## src/rtl/wh2d_pkg.sv

```systemverilog
`timescale 1ns / 1ps

package wh2d_pkg;

  localparam int VAL_W      = 32;   // Q16.16 coordinates, edges and weight
  localparam int NB_W       = 7;    // bin count register width
  localparam int ACC_W      = 48;   // Q32.16 cell sum
  localparam int BIN_W      = 6;    // bin index fields on the ports
  localparam int CFG_IDX_W  = 3;
  localparam int CFG_DATA_W = 32;
  localparam int IN_DATA_W  = 112;
  localparam int OUT_DATA_W = 64;

  localparam int DEF_MAX_BINS_X = 64;
  localparam int DEF_MAX_BINS_Y = 64;

  // Quotient is below the bin count, so one quotient bit per bin-count bit.
  localparam int DIV_STEPS = NB_W;
  localparam int DIV_CNT_W = $clog2(DIV_STEPS);

  localparam logic [CFG_IDX_W-1:0] REG_X_LOW  = 3'd0;
  localparam logic [CFG_IDX_W-1:0] REG_X_HIGH = 3'd1;
  localparam logic [CFG_IDX_W-1:0] REG_X_BINS = 3'd2;
  localparam logic [CFG_IDX_W-1:0] REG_Y_LOW  = 3'd3;
  localparam logic [CFG_IDX_W-1:0] REG_Y_HIGH = 3'd4;
  localparam logic [CFG_IDX_W-1:0] REG_Y_BINS = 3'd5;

  localparam logic             REQ_FILL = 1'b0;
  localparam logic             REQ_READ = 1'b1;

  localparam logic signed [ACC_W-1:0] ACC_MAX = {1'b0, {(ACC_W-1){1'b1}}};
  localparam logic signed [ACC_W-1:0] ACC_MIN = {1'b1, {(ACC_W-1){1'b0}}};

  typedef struct packed {
    logic load;      // capture the input transaction
    logic prep;      // offsets, span and range checks
    logic mul;       // scale by bin count, load divider
    logic div_step;  // one quotient bit
    logic rd;        // read the cell
    logic acc;       // accumulate, write back, load output register
    logic clr;       // clearing write after reset
  } cmd_t;

  typedef struct packed {
    logic hit;       // both axes land in a bin
    logic out_free;  // output register can take a result this cycle
    logic clr_last;  // clearing pass on its last entry
  } sts_t;

endpackage

```

## src/rtl/wh2d_ctrl.sv

```systemverilog
`timescale 1ns / 1ps

module wh2d_ctrl (
  input  logic            clk,
  input  logic            rst_n,
  input  logic            in_tvalid,
  input  logic            in_tuser,
  output logic            in_tready,
  output wh2d_pkg::cmd_t  cmd,
  input  wh2d_pkg::sts_t  sts
);
  import wh2d_pkg::*;

  typedef enum logic [2:0] {
    ST_CLEAR,
    ST_IDLE,
    ST_PREP,
    ST_MUL,
    ST_DIV,
    ST_RD,
    ST_ACC
  } state_t;

  state_t               state_r;
  logic [DIV_CNT_W-1:0] cnt_r;
  logic                 accept;

  assign in_tready = (state_r == ST_IDLE);
  assign accept    = in_tvalid & in_tready;

  always_ff @(posedge clk) begin
    if (!rst_n) begin
      state_r <= ST_CLEAR;
      cnt_r   <= '0;
    end else begin
      unique case (state_r)
        ST_CLEAR: if (sts.clr_last) state_r <= ST_IDLE;
        ST_IDLE: begin
          if (accept) state_r <= (in_tuser == REQ_READ) ? ST_RD : ST_PREP;
        end
        ST_PREP: state_r <= ST_MUL;
        ST_MUL: begin
          cnt_r   <= '0;
          state_r <= ST_DIV;
        end
        ST_DIV: begin
          cnt_r <= cnt_r + 1'b1;
          if (cnt_r == DIV_CNT_W'(DIV_STEPS - 1)) begin
            state_r <= sts.hit ? ST_RD : ST_ACC;
          end
        end
        ST_RD: state_r <= ST_ACC;
        ST_ACC: if (sts.out_free) state_r <= ST_IDLE;
        default: state_r <= ST_IDLE;
      endcase
    end
  end

  always_comb begin
    cmd          = '0;
    cmd.load     = accept;
    cmd.prep     = (state_r == ST_PREP);
    cmd.mul      = (state_r == ST_MUL);
    cmd.div_step = (state_r == ST_DIV);
    cmd.rd       = (state_r == ST_RD);
    cmd.acc      = (state_r == ST_ACC) & sts.out_free;
    cmd.clr      = (state_r == ST_CLEAR);
  end

endmodule
```

## config.mk

```make
export PLATFORM = sky130hd
export DESIGN_NAME = wh2d_ctrl
export DESIGN_NICKNAME = d
export VERILOG_FILES = /design/src/rtl/wh2d_pkg.sv /design/src/rtl/wh2d_ctrl.sv
export SDC_FILE = /design/constraint.sdc
export NUM_CORES = 1
export LEC_CHECK = 0
export BUFFER_PORTS_ARGS = -buffer_cell sky130_fd_sc_hd__buf_2
export CAP_MARGIN = 20
export CORE_AREA = 4 4 41 43
export CTS_BUF_LIST = sky130_fd_sc_hd__clkbuf_8
export CTS_CLUSTER_DIAMETER = 200
export DETAILED_ROUTE_END_ITERATION = 6
export DIE_AREA = 0 0 45 47
export PLACE_DENSITY = 0.59
export REMOVE_ABC_BUFFERS = 1
export SLEW_MARGIN = 25
export SYNTH_ARGS = -nofsm -noshare
export SYNTH_HDL_FRONTEND = slang
export SYNTH_SLANG_ARGS = --single-unit
```

## constraint.sdc

```tcl
create_clock -name clk -period 1.5 [get_ports clk]
set_clock_uncertainty 0.05 [all_clocks]
set_input_delay 0.225 -clock clk [delete_from_list [all_inputs] [get_ports clk]]
set_output_delay 0.225 -clock clk [all_outputs]
set_load 0.005 [all_outputs]
```

==> impl_metrics.ini, run 1 <==
[global_routing]
vias_in_the_first_global_route = 426
grt_max_degree = 12
grt.total_usage = 0.121
grt_pass1_wl_mm = 1.83
globalRouteOverflowTotal = 0
grt_antenna_before_repair = 0

[floorplanning]
die_area_sq_mm = 0.00212
start_util = 0.384
floorplan.die.height_um = 47
fp.coreArea_sq_mm = 0.00130
boundaryPins = 15
std_cell_rows = 13
die_w_um = 45

[clock_network]
insertion_delay_ps = 220
cts_hold_buf = 0
number_of_cts_inserted_buffers = 3
post-cts-setup-buffers = 0
clock-sinks = 6
ctsHtreeMaxLevel = 1
ctsLongestPathBuffers = 2
clkTransAtPathRegs_ps = 40
cts_tree = yes
clock-root-buffer = clkbuf_8

[critical_path]
ff2ff_path_depth = 4
timing.critical_path.required_ps = 1220
timing.rr.end = state_r[1]
crit_path_end_kind = output port
critical_path_arrival_ps = 1090
critPathLaunchType = register
critPathLaunch = state_r[2]
timing.critical_path.fanout_max = 6
ws_path_type = reg -> out
crit-reg2reg-launch = state_r[0]
r2r_setup_slack_ps = 270

[sta]
final_period_minus_worst_setup_slack_ps = 1370
timing_hold_violations_final = 0
slew_margin_rel = 0.842
timing.final.crit_share = 0.911
finalSetupViolations = 0
fmaxAchievable_ghz = 0.732
total_negative_setup_slack_ps = 0
rsz_0062_raised_after_global_routing = no
postLayoutSetupSlackWorst_ps = 134
slew_viol_final = 0
worst_slew_pin_slew_ps = 238

[synthesis]
post_synth_instance_area_sq_um = 499
synth_top_area_frac = 0.241
yosys.area.top_type = dfxtp_1
synthCells = 59
area_contributors_post_synth = dfxtp_1 (24%), buf_6 (6.8%), nand2_1 (5.3%), ha_1 (5.0%), a21oi_1 (4.0%)
synth-seq-area-share = 0.241
synthesis.yosys.warnings = 0
yosys_most_used_dff = dfxtp_1
synth.cells.most_frequent = nand2_1 (7), dfxtp_1 (6), a21oi_1 (4)
ys_seq_elements = 6
synth_cell_types = 34
yosysMostFrequentCell = nand2_1
async_flop_share = 0
synth_enable_flop_cells = 0
synth_area_per_cell_sq_um = 8.46

[flow_run]
drv.max_cap_violation_count = 0

[pwr]
max-vdd-ir-drop_mv = 0.671
p_leak_nw = 0.281
power_density_mw_per_mm2 = 1410

[route]
route.detailed.drc = 0
drt-total-wl_mm = 1.05
dr.pass1.iters = 4
wl_per_cell_um = 11.8
antenna_violating_nets_post_route = 0
avgViaCountPerCell = 5.18
vias = 461
drt-initial-drc-count = 3

[place]
numPortBuffers = 14
place_hpwl_um = 843
routabilityCongestion = 0.776
dpl_worst_slack_ps = 188

[status]
run_status = completed

[layout]
fin_nets = 85
layout-area-overhead-vs-synth_pct = 21.6
diodes = 0
layout-drive-gt1-share = 0.446
fillerInstances = 140

[min_path]
whs_path_depth = 2
hold_class = in -> reg
hold_start = rst_n
holdPathEnd = state_r[2]
[critical path, stage by stage (launching register included)]
cell	delay (ps)
dfxtp_2	380
nor2b_4	220
and3_1	170
buf_2	100
[per-layer routing]
layer | wire [um] | GRT usage | up-vias
met3 | 87 | 0.0230 | 3
li1 | - | - | 240
met2 | 444 | 0.192 | 16
met1 | 495 | 0.153 | 202
met5 | 0 | 0 | -
met4 | 18 | 0.0702 | 0
[sequential cells by signal, indices dropped and copies added, names as in the netlist]
name,flops
cnt_r,3
state_r,3
[worst max path at each step]
stage | endpoint | slack, ps | cells after the start
2_1_floorplan | state_r[2] | 230 | 3
3_3_place_gp | state_r[1] | 180 | 4
3_5_place_dp | state_r[1] | 190 | 4
4_1_cts | cmd[5] | 4 | 3
5_1_grt | cmd[1] | 50 | 3
6_report | cmd[1] | 130 | 3
[timing repair]
action                     4_1_cts  5_1_grt
pin swaps                        0        0
setup endpoints to repair        2        4
gates resized for setup          1        2
[placed cells by master, fill, tap and decap left out, types with 2 or more instances in the layout]
cell,count
and3_1,2
nand2b_1,2
inv_1,2
a21oi_1,4
ha_1,2
dfxtp_1,3
dfxtp_2,3
nand2_1,7
buf_4,2
nor2_1,3
o21ai_0,2
nor3_1,3
clkbuf_8,3
buf_2,14
[report_power, final]
group	total [mW]	switching, mW	internal [mW]	leakage [nW]
clock	0.243	0.0702	0.172	0.0216
combinational	0.346	0.173	0.173	0.210
sequential	0.266	0.0683	0.198	0.0501
total	0.855	0.312	0.543	0.281
[kinds of logic (layout without fill, tap and decap cells)]
logic type,after synthesis,in the layout,synth area share
flip-flops,6,6,0.241
buffers and inverters,7,22,0.105
AND/OR/NAND/NOR,29,29,0.386
adder cells (fa/ha/maj),2,2,0.0501
AO/OA/AOI/OAI,15,15,0.218
[cell type report]
| class | instances | area (sq um) | share of cell area |
|---|---|---|---|
| Multi-Input combinational cell | 46 | 327 | 0.538 |
| Timing Repair Buffer | 16 | 85.1 | 0.140 |
| Clock buffer | 3 | 41.3 | 0.0680 |
| Sequential cell | 6 | 124 | 0.204 |
| Inverter | 3 | 11.3 | 0.0186 |
| Tap cell | 15 | 18.8 | 0.0309 |
[through the flow]
| step | power, mW | utilization | cell area (sq um) | std cells | hold WS [ps] |
|---|---|---|---|---|---|
| final | 0.855 | 0.466 | 607 | 89 | 241 |
| after global routing | 0.933 | 0.466 | 607 | 89 | 258 |
| after CTS | 0.864 | 0.464 | 604 | 89 | 246 |
| after detailed placement | 0.611 | 0.432 | 562 | 86 | 451 |
| after global placement | 0.616 | 0.432 | 562 | 86 | 450 |
| after floorplan | 0.488 | - | 458 | 55 | 303 |
No activity file was read; power rests on OpenSTA's default activity.
==> run 2, diff against run 1 <==
--- a/config.mk
+++ b/config.mk
@@ -5,7 +5,7 @@
 export SDC_FILE = /design/constraint.sdc
 export NUM_CORES = 1
 export LEC_CHECK = 0
-export BUFFER_PORTS_ARGS = -buffer_cell sky130_fd_sc_hd__buf_2
+export BUFFER_PORTS_ARGS = -buffer_cell sky130_fd_sc_hd__buf_4
 export CAP_MARGIN = 20
 export CORE_AREA = 4 4 41 43
 export CTS_BUF_LIST = sky130_fd_sc_hd__clkbuf_8
==> constraint.sdc (replaced) <==
create_clock -name clk -period 1.71 [get_ports clk]
set_clock_uncertainty 0.05 [all_clocks]
set_input_delay 0.2565 -clock clk [delete_from_list [all_inputs] [get_ports clk]]
set_output_delay 0.2565 -clock clk [all_outputs]
set_load 0.005 [all_outputs]
==> impl_metrics.ini, run 2 (synthesis results as in run 1) <==
[status]
run_status = completed

[clock_network]
post-cts-setup-buffers = 0
cts_tree = yes
clock-sinks = 6
insertion_delay_ps = 220
ctsLongestPathBuffers = 2
clkTransAtPathRegs_ps = 40
clock-root-buffer = clkbuf_8
number_of_cts_inserted_buffers = 3
ctsHtreeMaxLevel = 1
post_cts_resize_count = 0
cts_hold_buf = 0

[route]
antenna_violating_nets_post_route = 0
vias = 472
wl_per_cell_um = 12.0
drt-total-wl_mm = 1.07
avgViaCountPerCell = 5.30
route.detailed.drc = 0
drt-initial-drc-count = 9
dr.pass1.iters = 4

[place]
routabilityCongestion = 0.794
place_hpwl_um = 828
dp_cells = 86
numPortBuffers = 14

[sta]
total_negative_setup_slack_ps = 0
slew_margin_rel = 0.714
timing.final.crit_share = 0.914
finalSetupViolations = 0
hold-worst-slack_ps = 258
fmaxAchievable_ghz = 0.640
rsz_0062_raised_after_global_routing = no
worst_slew_pin_slew_ps = 428
final_period_minus_worst_setup_slack_ps = 1560
slew_viol_final = 0
timing_hold_violations_final = 0

[floorplanning]
die_area_sq_mm = 0.00212
floorplan.die.height_um = 47
boundaryPins = 15
std_cell_rows = 13
fp.coreArea_sq_mm = 0.00130
die_w_um = 45
start_util = 0.384

[layout]
post_layout_nonfiller_instances = 89
layout-area-overhead-vs-synth_pct = 27.8
multiInputGateArea_sq_um = 327
fin_nets = 85
fillerInstances = 140
diodes = 0
largestRegisters = cnt_r x3, state_r x3
seqCellArea_sq_um = 120
layout_common_cells = buf_4 (16), nand2_1 (7), dfxtp_1 (6), a21oi_1 (4)
layout.cells.most_common = buf_4
post_layout_utilization_of_the_core = 0.490
layout-drive-gt1-share = 0.405

[critical_path]
path_delay_family = flip-flops
timing.critical_path.required_ps = 1400
timing.critical_path.fanout_max = 11
crit_cells = 3
critical_path_arrival_ps = 1260
critPathLaunchType = register
crit_slowest_cell = dfxtp_1
ws_path_type = reg -> out
crit_path_end_kind = output port
worst-path-buf-inv = 1
crit-reg2reg-launch = state_r[0]
ff2ff_path_depth = 4
cpPeakStageDelay_ps = 570
path_cells = nand2b_2 > nor2_1 > buf_4
critPathLaunch = state_r[0]

[flow_run]
drv.max_cap_violation_count = 0

[global_routing]
grt_antenna_before_repair = 0
globalRouteOverflowTotal = 0
grt.total_usage = 0.115
grt_max_degree = 12
grt_pass1_wl_mm = 1.82
vias_in_the_first_global_route = 440

[min_path]
hold_start = rst_n
whs_path_depth = 2
hold_class = in -> reg

[pwr]
power_density_mw_per_mm2 = 1210
max-vdd-ir-drop_mv = 0.454
p_leak_nw = 0.287
[run 2: worst paths after layout]
check        slack, ps    endpoint
max                150      cmd[4]
min                260  state_r[2]
max reg2reg        400  state_r[1]
min reg2reg        460    cnt_r[1]
[run 2: cell type report]
class / instances / share of cell area
sequential: 6 / 0.188
inverter: 3 / 0.0176
clock buffer: 3 / 0.0647
timing repair buffer: 16 / 0.188
tap: 15 / 0.0294
multi-input combinational: 46 / 0.512
[run 2: routing by layer]
metal	global-route usage	wire length, um	up-vias
met5	0	0	-
met1	0.144	501	212
met2	0.181	459	17
li1	-	-	241
met4	0.0585	8	0
met3	0.0307	102	2
[run 2: power breakdown]
group          total, mW  internal [mW]  leakage (nW)  switching (mW)
registers          0.225          0.169        0.0490          0.0559
logic              0.336          0.175         0.216           0.161
clock network      0.210          0.151        0.0216          0.0586
total              0.771          0.495         0.287           0.276
[run 2: through the flow]
| step | power, mW | area, sq um | setup WS, ps |
|---|---|---|---|
| 2_1_floorplan | 0.428 | 458 | 441 |
| 3_3_place_gp | 0.565 | 597 | 391 |
| 3_5_place_dp | 0.564 | 597 | 390 |
| 4_1_cts | 0.778 | 638 | 150 |
| 5_1_grt | 0.832 | 638 | 37.9 |
| 6_report | 0.771 | 638 | 147 |
==> run 3, diff against run 2 <==
==> constraint.sdc (replaced) <==
create_clock -name clk -period 1.5 [get_ports clk]
set_clock_uncertainty 0.05 [all_clocks]
set_input_delay 0.225 -clock clk [delete_from_list [all_inputs] [get_ports clk]]
set_output_delay 0.225 -clock clk [all_outputs]
set_load 0.005 [all_outputs]
==> impl_metrics.ini, run 3 (synthesis results as in run 1) <==
[layout]
layout.cells.most_common = buf_4
layout-area-overhead-vs-synth_pct = 32.3
post_layout_utilization_of_the_core = 0.508
layout-drive-gt1-share = 0.440
diodes = 0
largestRegisters = cnt_r x3, state_r x3
fin_nets = 86
layout_common_cells = buf_4 (16), nand2_1 (7), a21oi_1 (4), dfxtp_1 (4)

[floorplanning]
start_util = 0.384
fp.coreArea_sq_mm = 0.00130
die_area_sq_mm = 0.00212
floorplan.die.height_um = 47
boundaryPins = 15
std_cell_rows = 13
die_w_um = 45

[sta]
timing_hold_violations_final = 0
final_period_minus_worst_setup_slack_ps = 1400
rsz_0062_raised_after_global_routing = no
timing.final.crit_share = 0.934
hold-worst-slack_ps = 229
slew_viol_final = 0
fmaxAchievable_ghz = 0.714
slew_margin_rel = 0.846
finalSetupViolations = 0
total_negative_setup_slack_ps = 0
postLayoutSetupSlackWorst_ps = 98.8
worst_slew_pin_slew_ps = 231

[pwr]
power_frac_seq = 0.285
p_int_mw = 0.591
p_leak_nw = 0.296
max-vdd-ir-drop_mv = 0.544
power_density_mw_per_mm2 = 1370
total_design_power_mw = 0.908
power.net_switching_mw = 0.317
proportion_of_total_power_due_to_net_switching = 0.349
clock_power_share = 0.263
power.combinational.fraction = 0.451

[critical_path]
crit_slowest_cell = dfxtp_2
path_delay_family = flip-flops
critical_path_arrival_ps = 1130
worst-path-buf-inv = 1
critPathLaunchType = register
ff2ff_path_depth = 4
r2r_setup_slack_ps = 240
timing.critical_path.required_ps = 1220
crit-reg2reg-launch = state_r[0]
ws_path_type = reg -> out
path_cells = nor2b_4 > and3_1 > buf_4
timing.rr.end = state_r[1]
crit_path_end_kind = output port
cpPeakStageDelay_ps = 410
timing.critical_path.fanout_max = 8

[status]
run_status = completed

[min_path]
hold_class = in -> reg
hold_start = rst_n
whs_path_depth = 2
holdPathEnd = state_r[2]

[clock_network]
clock-sinks = 6
ctsLongestPathBuffers = 2
number_of_cts_inserted_buffers = 3
cts_tree = yes
ctsHtreeMaxLevel = 1
post-cts-setup-buffers = 0
clock-root-buffer = clkbuf_8
insertion_delay_ps = 220
clkTransAtPathRegs_ps = 40

[route]
wl_per_cell_um = 11.9
drt-total-wl_mm = 1.07
avgViaCountPerCell = 5.38
drt-initial-drc-count = 8
route.detailed.drc = 0
dr.pass1.iters = 4
vias = 484
antenna_violating_nets_post_route = 0

[global_routing]
grt_antenna_before_repair = 0
grt.total_usage = 0.118
grt_max_degree = 12
globalRouteOverflowTotal = 0
vias_in_the_first_global_route = 427
grt_pass1_wl_mm = 1.78

[place]
routabilityCongestion = 0.743
place_hpwl_um = 852
dpl_worst_slack_ps = 144
numPortBuffers = 14

[flow_run]
drv.max_cap_violation_count = 0
## run 3: changes by cell type in the layout (fill, tap and decap cells not counted), sizes merged
cell	before	now
buf	16	17
## run 3: how the worst max path moves through the flow
stage | from | end | slack [ps] | depth (start not counted)
finish | state_r[2] | cmd[1] | 100 | 3
global route | state_r[0] | cmd[6] | 20 | 3
CTS | state_r[2] | cmd[1] | 80 | 3
detailed placement | state_r[0] | state_r[1] | 140 | 4
global placement | state_r[0] | state_r[1] | 150 | 4
floorplan | state_r[2] | state_r[2] | 230 | 3
## run 3: layer usage
| layer | vias up | part of all wire | track usage |
|---|---|---|---|
| li1 | 243 | - | - |
| met1 | 214 | 0.43 | 0.142 |
| met2 | 25 | 0.44 | 0.189 |
| met3 | 2 | 0.11 | 0.0307 |
| met4 | 0 | 0.013 | 0.0702 |
| met5 | - | 0 | 0 |
## run 3: power by group through the flow
stage | registers, mW | logic, mW | clock network (mW)
after floorplan | 0.269 | 0.220 | 0
after global placement | 0.258 | 0.412 | 0
after detailed placement | 0.259 | 0.412 | 0
after CTS | 0.260 | 0.414 | 0.248
after global routing | 0.266 | 0.460 | 0.260
final | 0.259 | 0.410 | 0.239
## run 3: cell type report
cell class                      count  area (sq um)
Fill cell                         130           641
Multi-Input combinational cell     46           327
Timing Repair Buffer               17           140
Sequential cell                     6           123
Clock buffer                        3          41.3
Tap cell                           15          18.8
Inverter                            3          11.3
## run 3: metrics by stage
| stage | instance area, sq um | instances |
|---|---|---|
| floorplan | 458 | 55 |
| global placement | 617 | 87 |
| detailed placement | 617 | 87 |
| CTS | 661 | 90 |
| global route | 661 | 90 |
| finish | 661 | 90 |
## run 3: what timing repair did
| action | in CTS | in global routing |
|---|---|---|
| endpoints found under the setup margin | 4 | 0 |
| gates resized for setup | 2 | 0 |
| hold buffers | 0 | 0 |
